[src/rtl/ahd_pkg.sv]
package ahd_pkg;

  localparam int MAX_PAYLOAD = 1024;

  // payload count and byte position hold 0 .. MAX_PAYLOAD
  localparam int LEN_W = $clog2(MAX_PAYLOAD + 1);
  // frame length from extended nibble and two length nibbles: up to 14*256+255
  localparam int TOT_W = 12;
  localparam int CMP_W = ((LEN_W > TOT_W) ? LEN_W : TOT_W) + 1;

  localparam logic [7:0] BYTE_STX      = 8'h02;
  localparam logic [7:0] BYTE_ETX      = 8'h03;
  localparam logic [7:0] BYTE_MARKER   = 8'h33;
  localparam logic [7:0] CHR_OK        = 8'h30;
  localparam logic [7:0] CHR_CHIPIO    = 8'h31;
  localparam logic [7:0] CHR_UNSUP     = 8'h32;
  localparam logic [7:0] CHR_ACTIVATE  = 8'h33;
  localparam logic [7:0] CHR_CONFLICT  = 8'h36;
  localparam logic [7:0] EXT_FLAG_MASK = 8'h80;
  localparam logic [7:0] NIBBLE_MASK   = 8'h0F;

  typedef enum logic [2:0] {
    ST_OK       = 3'd0,
    ST_COMM     = 3'd1,
    ST_CHIPIO   = 3'd2,
    ST_UNSUP    = 3'd3,
    ST_ACTIVATE = 3'd4,
    ST_CONFLICT = 3'd5
  } status_t;

  typedef struct packed {
    logic        is_status;
    logic [7:0]  data_value;
    logic [9:0]  data_index;
    status_t     status_code;
    logic [10:0] payload_length;
  } result_t;

endpackage

[src/rtl/ascii_hex_response_deframer.sv]
// channel | ports                                               | direction
// input   | in_valid, in_stall, in_rx_byte                       | byte stream in
// result  | out_valid, out_stall, out_is_status, out_data_value, | decoded words out
//         | out_data_index, out_status_code, out_payload_length  |
//
// One input byte per cycle unless stalled; a byte's result, if any, is registered.
// The frame parser updates its state in the same cycle a byte is accepted.
// A two-word output register with skid stage decouples the sides; in_stall rises
// only while both words are held by a stalled sink.
// Synchronous active-low reset returns the parser to idle and empties the output.
module ascii_hex_response_deframer (
  input  logic        clk,
  input  logic        rst_n,
  input  logic        in_valid,
  output logic        in_stall,
  input  logic [7:0]  in_rx_byte,
  output logic        out_valid,
  input  logic        out_stall,
  output logic        out_is_status,
  output logic [7:0]  out_data_value,
  output logic [9:0]  out_data_index,
  output logic [2:0]  out_status_code,
  output logic [10:0] out_payload_length
);

  logic              acc;
  logic              res_vld;
  logic              full;
  ahd_pkg::result_t  res;
  ahd_pkg::result_t  dout;

  assign in_stall = full;
  assign acc      = in_valid && !full;

  ahd_parser u_parser (
    .clk     (clk),
    .rst_n   (rst_n),
    .acc     (acc),
    .rx_byte (in_rx_byte),
    .res_vld (res_vld),
    .res     (res)
  );

  ahd_out_skid u_out (
    .clk       (clk),
    .rst_n     (rst_n),
    .push      (acc && res_vld),
    .din       (res),
    .full      (full),
    .out_vld   (out_valid),
    .out_stall (out_stall),
    .dout      (dout)
  );

  assign out_is_status      = dout.is_status;
  assign out_data_value     = dout.data_value;
  assign out_data_index     = dout.data_index;
  assign out_status_code    = dout.status_code;
  assign out_payload_length = dout.payload_length;

endmodule

[src/rtl/ahd_parser.sv]
module ahd_parser (
  input  logic                clk,
  input  logic                rst_n,
  input  logic                acc,
  input  logic [7:0]          rx_byte,
  output logic                res_vld,
  output ahd_pkg::result_t    res
);

  typedef enum logic [7:0] {
    PH_IDLE     = 8'b0000_0001,
    PH_LEN_HEAD = 8'b0000_0010,
    PH_LEN_LO   = 8'b0000_0100,
    PH_MARKER   = 8'b0000_1000,
    PH_STATUS   = 8'b0001_0000,
    PH_DATA_HI  = 8'b0010_0000,
    PH_DATA_LO  = 8'b0100_0000,
    PH_END      = 8'b1000_0000
  } phase_t;

  phase_t                     phase_r, phase_nxt;
  logic [3:0]                 mult_r, mult_nxt;
  logic [3:0]                 len_hi_r, len_hi_nxt;
  logic [ahd_pkg::LEN_W-1:0]  remain_r, remain_nxt;
  logic [3:0]                 hold_r, hold_nxt;
  logic [ahd_pkg::LEN_W-1:0]  pos_r, pos_nxt;
  ahd_pkg::status_t           pend_r, pend_nxt;

  logic [3:0]                 lo_nib;
  logic [ahd_pkg::TOT_W-1:0]  total;
  logic [ahd_pkg::CMP_W-1:0]  total_m1;

  assign lo_nib   = rx_byte[3:0];
  assign total    = {4'd0, len_hi_r, lo_nib}
                  + ((mult_r != 4'd0) ? {mult_r - 4'd1, 8'h00} : ahd_pkg::TOT_W'(0));
  assign total_m1 = ahd_pkg::CMP_W'(total) - ahd_pkg::CMP_W'(1);

  always_comb begin
    phase_nxt  = phase_r;
    mult_nxt   = mult_r;
    len_hi_nxt = len_hi_r;
    remain_nxt = remain_r;
    hold_nxt   = hold_r;
    pos_nxt    = pos_r;
    pend_nxt   = pend_r;
    res_vld    = 1'b0;
    res        = '0;

    case (phase_r)
      PH_IDLE: begin
        if (rx_byte == ahd_pkg::BYTE_STX) begin
          mult_nxt   = 4'd0;
          len_hi_nxt = 4'd0;
          remain_nxt = '0;
          hold_nxt   = 4'd0;
          pos_nxt    = '0;
          pend_nxt   = ahd_pkg::ST_OK;
          phase_nxt  = PH_LEN_HEAD;
        end
      end
      PH_LEN_HEAD: begin
        if (mult_r == 4'd0 && (rx_byte & ahd_pkg::EXT_FLAG_MASK) != 8'd0) begin
          if (lo_nib == 4'd0) begin
            res_vld         = 1'b1;
            res.is_status   = 1'b1;
            res.status_code = ahd_pkg::ST_COMM;
            phase_nxt       = PH_IDLE;
          end else begin
            mult_nxt = lo_nib;
          end
        end else begin
          len_hi_nxt = lo_nib;
          phase_nxt  = PH_LEN_LO;
        end
      end
      PH_LEN_LO: begin
        if (total == '0 || total_m1 > ahd_pkg::CMP_W'(ahd_pkg::MAX_PAYLOAD)) begin
          res_vld         = 1'b1;
          res.is_status   = 1'b1;
          res.status_code = ahd_pkg::ST_COMM;
          phase_nxt       = PH_IDLE;
        end else begin
          remain_nxt = ahd_pkg::LEN_W'(total_m1);
          phase_nxt  = PH_MARKER;
        end
      end
      PH_MARKER: begin
        if (rx_byte != ahd_pkg::BYTE_MARKER) begin
          res_vld         = 1'b1;
          res.is_status   = 1'b1;
          res.status_code = ahd_pkg::ST_COMM;
          phase_nxt       = PH_IDLE;
        end else begin
          phase_nxt = PH_STATUS;
        end
      end
      PH_STATUS: begin
        if (rx_byte == ahd_pkg::CHR_OK) begin
          pend_nxt  = ahd_pkg::ST_OK;
          phase_nxt = (remain_r == '0) ? PH_END : PH_DATA_HI;
        end else begin
          res_vld       = 1'b1;
          res.is_status = 1'b1;
          phase_nxt     = PH_IDLE;
          case (rx_byte)
            ahd_pkg::CHR_CHIPIO:   res.status_code = ahd_pkg::ST_CHIPIO;
            ahd_pkg::CHR_UNSUP:    res.status_code = ahd_pkg::ST_UNSUP;
            ahd_pkg::CHR_ACTIVATE: res.status_code = ahd_pkg::ST_ACTIVATE;
            ahd_pkg::CHR_CONFLICT: res.status_code = ahd_pkg::ST_CONFLICT;
            default:               res.status_code = ahd_pkg::ST_COMM;
          endcase
        end
      end
      PH_DATA_HI: begin
        hold_nxt  = lo_nib;
        phase_nxt = PH_DATA_LO;
      end
      PH_DATA_LO: begin
        res_vld        = 1'b1;
        res.data_value = {hold_r, lo_nib};
        res.data_index = 10'(pos_r);
        pos_nxt        = pos_r + ahd_pkg::LEN_W'(1);
        if (remain_r != '0) begin
          remain_nxt = remain_r - ahd_pkg::LEN_W'(1);
        end
        phase_nxt = (remain_r <= ahd_pkg::LEN_W'(1)) ? PH_END : PH_DATA_HI;
      end
      PH_END: begin
        res_vld       = 1'b1;
        res.is_status = 1'b1;
        phase_nxt     = PH_IDLE;
        if (rx_byte != ahd_pkg::BYTE_ETX) begin
          res.status_code = ahd_pkg::ST_COMM;
        end else begin
          res.status_code    = pend_r;
          res.payload_length = 11'(pos_r);
        end
      end
      default: begin
        phase_nxt = PH_IDLE;
      end
    endcase
  end

  always_ff @(posedge clk) begin
    if (!rst_n) begin
      phase_r  <= PH_IDLE;
      mult_r   <= 4'd0;
      len_hi_r <= 4'd0;
      remain_r <= '0;
      hold_r   <= 4'd0;
      pos_r    <= '0;
      pend_r   <= ahd_pkg::ST_OK;
    end else if (acc) begin
      phase_r  <= phase_nxt;
      mult_r   <= mult_nxt;
      len_hi_r <= len_hi_nxt;
      remain_r <= remain_nxt;
      hold_r   <= hold_nxt;
      pos_r    <= pos_nxt;
      pend_r   <= pend_nxt;
    end
  end

  // a data word only comes from the low-nibble phase
  a_data_phase: assert property (@(posedge clk) disable iff (!rst_n)
    (res_vld && !res.is_status) |-> (phase_r == PH_DATA_LO))
    else $error("data word outside low-nibble phase");

  // each accepted low nibble advances the byte position by one
  a_pos_step: assert property (@(posedge clk) disable iff (!rst_n)
    (acc && phase_r == PH_DATA_LO) |=> (pos_r == $past(pos_r) + ahd_pkg::LEN_W'(1)))
    else $error("byte position did not advance");

  // the payload never runs past its announced length
  a_remain_bound: assert property (@(posedge clk) disable iff (!rst_n)
    (phase_r == PH_DATA_HI || phase_r == PH_DATA_LO) |-> (remain_r != '0))
    else $error("data phase with no bytes remaining");

endmodule

[src/rtl/ahd_out_skid.sv]
module ahd_out_skid (
  input  logic               clk,
  input  logic               rst_n,
  input  logic               push,
  input  ahd_pkg::result_t   din,
  output logic               full,
  output logic               out_vld,
  input  logic               out_stall,
  output ahd_pkg::result_t   dout
);

  logic              main_vld_r;
  logic              skid_vld_r;
  ahd_pkg::result_t  main_r;
  ahd_pkg::result_t  skid_r;
  logic              main_free;

  assign main_free = !main_vld_r || !out_stall;
  assign full      = skid_vld_r;
  assign out_vld   = main_vld_r;
  assign dout      = main_r;

  always_ff @(posedge clk) begin
    if (!rst_n) begin
      main_vld_r <= 1'b0;
      skid_vld_r <= 1'b0;
    end else if (main_free) begin
      main_vld_r <= skid_vld_r || push;
      skid_vld_r <= 1'b0;
    end else if (push) begin
      skid_vld_r <= 1'b1;
    end
  end

  always_ff @(posedge clk) begin
    if (main_free) begin
      main_r <= skid_vld_r ? skid_r : din;
    end else if (push) begin
      skid_r <= din;
    end
  end

  a_skid_behind_main: assert property (@(posedge clk) disable iff (!rst_n)
    skid_vld_r |-> main_vld_r)
    else $error("skid word without a word in the output register");

  // the source must hold off while the skid stage is occupied
  a_no_push_full: assert property (@(posedge clk) disable iff (!rst_n)
    !(push && skid_vld_r))
    else $error("word pushed into a full skid stage");

  // a held skid word moves to the output once the sink takes the current one
  a_skid_drain: assert property (@(posedge clk) disable iff (!rst_n)
    (skid_vld_r && !out_stall) |=> (main_vld_r && !skid_vld_r))
    else $error("skid word not drained");

endmodule

[config.mk]
export PLATFORM = sky130hd
export DESIGN_NAME = ascii_hex_response_deframer
export DESIGN_NICKNAME = d
export VERILOG_FILES = /design/src/rtl/ahd_pkg.sv /design/src/rtl/ascii_hex_response_deframer.sv /design/src/rtl/ahd_parser.sv /design/src/rtl/ahd_out_skid.sv
export SDC_FILE = /design/constraint.sdc
export NUM_CORES = 1
export LEC_CHECK = 0
export ABC_AREA = 1
export ABC_CLOCK_PERIOD_IN_PS = 7800
export BUFFER_PORTS_ARGS = -buffer_cell sky130_fd_sc_hd__buf_2
export CELL_PAD_IN_SITES_DETAIL_PLACEMENT = 1
export CELL_PAD_IN_SITES_GLOBAL_PLACEMENT = 2
export CORE_MARGIN = 2
export CORE_UTILIZATION = 30
export DETAILED_ROUTE_END_ITERATION = 10
export PLACE_DENSITY_LB_ADDON = 0.1
export SLEW_MARGIN = 20
export SYNTH_ARGS = -nofsm -noshare
export SYNTH_HDL_FRONTEND = slang
export SYNTH_SLANG_ARGS = --single-unit
[constraint.sdc]
create_clock -name clk -period 7.8 [get_ports clk]
set_input_delay 0.39 -clock clk [delete_from_list [all_inputs] [get_ports clk]]
set_output_delay 0.39 -clock clk [all_outputs]
set_load 0.02 [all_outputs]
Word-level counts from Yosys, hierarchy flattened --
Index checks and enable logic that the tools add are counted.
Storage, ports and cells: logic and storage cells 126, memories kept 0, bits in read-only memories 0, output and inout port bits 35, bits in registers 113, input port bits 12, bits in latches 0, RAM bits 0
Cells by class: order comparisons 2, div/mod/pow operators 0, add/sub/neg operators 5, reductions and logical operators 30, equality and inequality tests 24, bitwise logic cells 2, $mul 0, muxes and demuxes 44, shifts and indexed selects 0
Operator list (number):
- $pmux 8 s7 | 1
- $mux 11 | 5
- $eq 8x6->1 const B | 6
- $mux 8 | 6
- $mux 33 | 1
- $pmux 11 s3 | 1
- $pmux 4 s2 | 3
- $pmux 11 s2 | 1
- $mux 4 | 5
- $mux 18 | 1
- $eq 8x2->1 const B | 2
- $mux 3 | 5
- $pmux 3 s5 | 1
- $gt 13x11->1 const B | 1
- $sub 12x1->13 const B | 1
- $add 8x12->12 | 1
- $logic_not 12->1 | 1
- $mux 12 | 1
- $pmux 3 s4 | 1
- $add 11x1->11 const B | 1
- $le 11x1->1 const B | 1
- $logic_not 11->1 | 1
- $reduce_bool 11->1 | 1
- $sub 11x1->11 const B | 1
- other kinds (29) | 58

Depth between registers and ports, before layout --
word-level depth 10, mapped depth 19

By module --
Synthesis repeated with hierarchy kept, for this count alone.
Unflattened totals: cell total of the unflattened synthesis 711, area, all modules 5763.0 µm²
Modules (own cells, without submodules):
- ahd_parser | times used 1, area an instance 3224.3 µm², seq. area each 840.8 µm², cells each 524
- ahd_out_skid | times used 1, area an instance 2514.9 µm², seq. area each 2021.9 µm², cells each 182
- ascii_hex_response_deframer | times used 1, area an instance 23.8 µm², seq. area each 0.0 µm², cells each 5

Worst setup path after synthesis --
Ideal clock, no wire load.
kind input -> register, from input port in_rx_byte[0], to register u_out.skid_r[0] in the netlist's numbering (enable), arrival 3.080 ns, library setup time 0.423 ns, path slack 4.297 ns, cell stages on the path 15, required time 7.377 ns, cells stage by stage inv_1 > ha_1 > nand2_2 > inv_2 > nand2_2 > nand2_1 > nand2_1 > nand2_1 > nand2_1 > o21bai_4 > nand2_2 > nand2_4 > nand4_1 > nand2_1 > nor2_1
Between the ends: longest elaborated chain between the ends 8, elaborated cells on any way between the ends 16, classes of those cells add/sub: 2; order compare: 1; eq/ne: 2; mux: 6; reduce/logical: 5
Ends and longest elaborated chain:
- start: declaration | RTL line ascii_hex_response_deframer.sv:16 | input logic [7:0] in_rx_byte,
- $add 8x12->12 | RTL line ahd_parser.sv:35 | + ((mult_r != 4'd0) ? {mult_r - 4'd1, 8'h00} : ahd_pkg::TOT_W'(0));
- $sub 12x1->13 | RTL line ahd_parser.sv:36 | assign total_m1 = ahd_pkg::CMP_W'(total) - ahd_pkg::CMP_W'(1);
- $gt 13x11->1 | RTL line ahd_parser.sv:77 | if (total == '0 || total_m1 > ahd_pkg::CMP_W'(ahd_pkg::MAX_PAYLOAD)) begin
- $logic_or 1x1->1 | RTL line ahd_parser.sv:77
- $mux 1 | RTL line ahd_parser.sv:77
- $pmux 1 s5 (*) | RTL line ahd_parser.sv:49 | case (phase_r)
- $logic_and 1x1->1 (*) | RTL line ascii_hex_response_deframer.sv:47 | .push (acc && res_vld),
- $reduce_and 2->1 (no source line) (*)
- end signal: assignment | RTL line ahd_out_skid.sv:39 | skid_r <= din;
- end: declaration | RTL line ahd_out_skid.sv:15 | ahd_pkg::result_t skid_r;
Mark *: on every way between the ends. The rest lies on a longest branch, timed or not. A chain may end at the register's enable or synchronous reset.

Final worst setup path --
from register u_parser.phase_r[5], to register u_out.skid_r[10] in the netlist's numbering (enable)
Between the ends: longest elaborated chain between the ends 5, elaborated cells on any way between the ends 10, classes of those cells eq/ne: 6; mux: 1; reduce/logical: 3
Ends and longest elaborated chain:
- start: declaration | RTL line ahd_parser.sv:21 | phase_t phase_r, phase_nxt;
- start signal: assignment | RTL line ahd_parser.sv:155 | phase_r <= phase_nxt;
- $eq 8x7->1 / $eq 8x8->1 (equally long branches) | RTL line ahd_parser.sv:49
- $reduce_or 2->1 (no source line)
- $pmux 1 s5 (*) | RTL line ahd_parser.sv:49
- $logic_and 1x1->1 (*) | RTL line ascii_hex_response_deframer.sv:47
- $reduce_and 2->1 (no source line) (*)
Marks and branches as above.

==> impl_metrics.env <==
export IMPL_status="complete, no violations"
export IMPL_p_leak_nw=2.79
export IMPL_yosys_top_cells_area="edfxtp_1 35%, dfxtp_1 16%, nand2_1 13%, inv_1 5.6%, nor2_1 4.8%"
export IMPL_required_ns=7.83
export IMPL_drt_pass1_iterations=4
export IMPL_grt_overflow=0
export IMPL_final_cell_mix="191 x nand2_1, 84 x inv_1, 72 x nor2_1"
export IMPL_synth_seq_cells=110
export IMPL_dp_hpwl_um=11500
export IMPL_hp_class="in -> reg"
export IMPL_ir_worst_vdd_mv=0.121
export IMPL_crit_family="simple AND/OR/NAND/NOR gates"
export IMPL_drc=0
export IMPL_yosys_area_top_type_share_pct=34.9
export IMPL_min_path_cells=3
export IMPL_io_pins=47
export IMPL_grt_total_usage_pct=16.3
export IMPL_grt_pass1_vias=4758
export IMPL_finalSetupViolCount=0
export IMPL_cts_htree_levels=3
export IMPL_swShare_pct=40.3
export IMPL_antenna_cells=0
export IMPL_synth_top_flop_cell="edfxtp_1"
export IMPL_reg2reg_depth=8
export IMPL_yosys_area_top_type="edfxtp_1"
export IMPL_setup_ws_ns=4.66
export IMPL_crit_cells=8
export IMPL_syn_nets=718
export IMPL_post_cts_buffers=0
export IMPL_fmax_mhz=318
export IMPL_place_congestion=0.845
export IMPL_switchingPower_mw=0.754
export IMPL_grt_pass1_wl_um=25500
export IMPL_path_buf_inv=2
export IMPL_dpl_worst_slack_ns=4.39
export IMPL_cp_cell_sequence="nor2_1 -> inv_1 -> nor3_2 -> nand3_2 -> nand4_1 -> nand2_1 -> nor2_2 -> buf_4"
export IMPL_nNetsFinal=761
export IMPL_layout_drive_gt1_share_pct=14.6
export IMPL_cp_end_kind="register"
export IMPL_power_share_clock_pct=26.5
export IMPL_core_um2=18600
export IMPL_async_reset_ff_share_pct=0
export IMPL_crit_arrival_ns=3.17
export IMPL_syn_inst=694
export IMPL_initial_utilization_pct=30.5
export IMPL_syn_area_per_cell_um2=8.19
export IMPL_p_comb_share_pct=36.3
export IMPL_startpoint_type="register"
export IMPL_area_growth_synth_to_final_pct=13.9
export IMPL_period_needed_ns=3.14
export IMPL_p_seq_share_pct=37.1
export IMPL_cts_buffers=9
export IMPL_syn_cell_area_um2=5680
export IMPL_cts_tree="done"
export IMPL_root_buffer="clkbuf_16"
export IMPL_ctsResizeCount=0
export IMPL_vias=4584
export IMPL_numPortBuffers=46
export IMPL_rsz0062_at_grt="no"
export IMPL_cts_sinks=110
export IMPL_ant_nets=0
export IMPL_antenna_found_initial=0
export IMPL_dieWidth_um=142
export IMPL_cts_buffer_depth=2
export IMPL_grt_max_degree=37
export IMPL_row_count=50
export IMPL_final_common_cell="nand2_1"
export IMPL_drt_iter0_drc=158
export IMPL_synth_edf_count=66
export IMPL_die_y_um=142
export IMPL_power_density_nw_per_um2=289
export IMPL_critPathMaxFanout=33
export IMPL_report_final_slew_viol_count=0
export IMPL_seq_area_frac_synth_pct=50.4
export IMPL_clk_pin_slew_ns=0.08
export IMPL_finalHoldViolations=0
export IMPL_clkLatencyLatePin_ns=0.36
export IMPL_intPower_mw=1.12
export IMPL_yosysWarningCount=0
export IMPL_die_area_um2=20100
export IMPL_finalClockSkew_ns=0.00959
export IMPL_cp_slowest_cell="nand3_2"
export IMPL_tightest_slew_ns=1.05
export IMPL_hold_buffers=0
export IMPL_routed_wl_um=15700
export IMPL_synth_cell_type_count=46
export IMPL_routedWlPerCell_um=16.1
export IMPL_post_route_period_util_pct=40.3
export IMPL_setup_tns_ns=0
export IMPL_cp_slowest_stage_delay_ns=0.68
export IMPL_relSlewSlack_pct=29.8
export IMPL_drv_cap=0
export IMPL_path_class="reg -> reg"
export IMPL_vias_per_cell=4.70
sequential cells by signal (all words and copies together), names as in the netlist:
| signal | flops |
|---|---|
| u_out.skid_r | 33 |
| u_parser.remain_r | 11 |
| u_out.full | 1 |
| u_parser.hold_r | 4 |
| u_parser.phase_r | 8 |
| u_parser.mult_r | 4 |
| u_out.dout | 33 |
| u_out.out_vld | 1 |
| u_parser.pos_r | 11 |
| u_parser.len_hi_r | 4 |
worst reg2reg max path, cell delays in order (launching register included):
cell	delay (ns)
dfxtp_1	0.34
nor2_1	0.17
inv_1	0.09
nor3_2	0.14
nand3_2	0.68
nand4_1	0.36
nand2_1	0.14
nor2_2	0.47
buf_4	0.41
cells by family after synthesis:
group | Yosys count | synth area share, %
adder cells (fa/ha/maj) | 12 | 2.64
flip-flops | 110 | 50.4
AO/OA/AOI/OAI | 99 | 10.2
XOR/XNOR | 6 | 0.925
AND/OR/NAND/NOR | 354 | 28.0
buffers and inverters | 113 | 7.82
power by group through the flow:
stage	clock network [mW]	logic, mW	registers [mW]
after floorplan	0	0.511	0.711
after global placement	0	0.673	0.706
after detailed placement	0	0.686	0.709
after CTS	0.512	0.689	0.696
after global routing	0.532	0.770	0.701
final	0.497	0.680	0.695
area by class of cell:
class / instances / area [um2]
inverters: 96 / 364
repair buffers: 49 / 253
well taps: 234 / 293
flip-flops and latches: 110 / 2860
multi-input cells: 471 / 2380
clock buffers: 9 / 225
fillers: 2268 / 12200
clock inverters: 7 / 92.6
through the flow:
step           power [mW]  instances  hold slack (ns)  utilization (%)  instance area, um2
5_1_grt              2.00        976            0.373             34.7                6470
4_1_cts              1.90        976            0.356             34.7                6470
3_5_place_dp         1.39        960            0.458             33.0                6150
2_1_floorplan        1.22        694            0.431                -                5680
3_3_place_gp         1.38        960            0.453             33.0                6150
6_report             1.87        976            0.368             34.7                6470
synth_stat cells (2+ instances only):
library cell  count
nand3_1          25
o21ai_1          11
nor2_4            3
ha_1             12
nor2_1           73
nor3b_1           2
xnor2_1           2
inv_1            84
a31oi_1           2
o22ai_1           5
a21oi_1          43
o21ai_0          22
o32ai_1           2
clkbuf_1         14
o21a_1            2
clkinv_1          4
dfxtp_1          44
nand2_1         191
nor4_1            5
inv_2             6
edfxtp_1         66
a21oi_2           2
nand2_2          10
xor2_1            4
o211ai_1          3
buf_6             2
nand2_4           3
nand3_2           3
nor3_1           20
nand4_1           9
nor3_2            5
per-layer routing:
metal	vias to the layer above	GRT usage, %	share of wire, %
met2	46	27.9	48
met1	2172	21.4	49
met5	-	0	0
met3	12	2.53	2.1
met4	0	4.53	1.5
li1	2354	-	-
final timing paths:
check | start | end | slack [ns]
max | u_parser.phase_r[5]$_SDFFE_PN0P_ | u_out.skid_r[10]$_DFFE_PP_ | 4.66
min | in_rx_byte[1] | u_parser.hold_r[1]$_SDFFE_PN0P_ | 0.37
max reg2reg | u_parser.phase_r[5]$_SDFFE_PN0P_ | u_out.skid_r[10]$_DFFE_PP_ | 4.66
min reg2reg | u_parser.hold_r[1]$_SDFFE_PN0P_ | u_parser.hold_r[1]$_SDFFE_PN0P_ | 0.47
(Power assumes the default switching activity.)
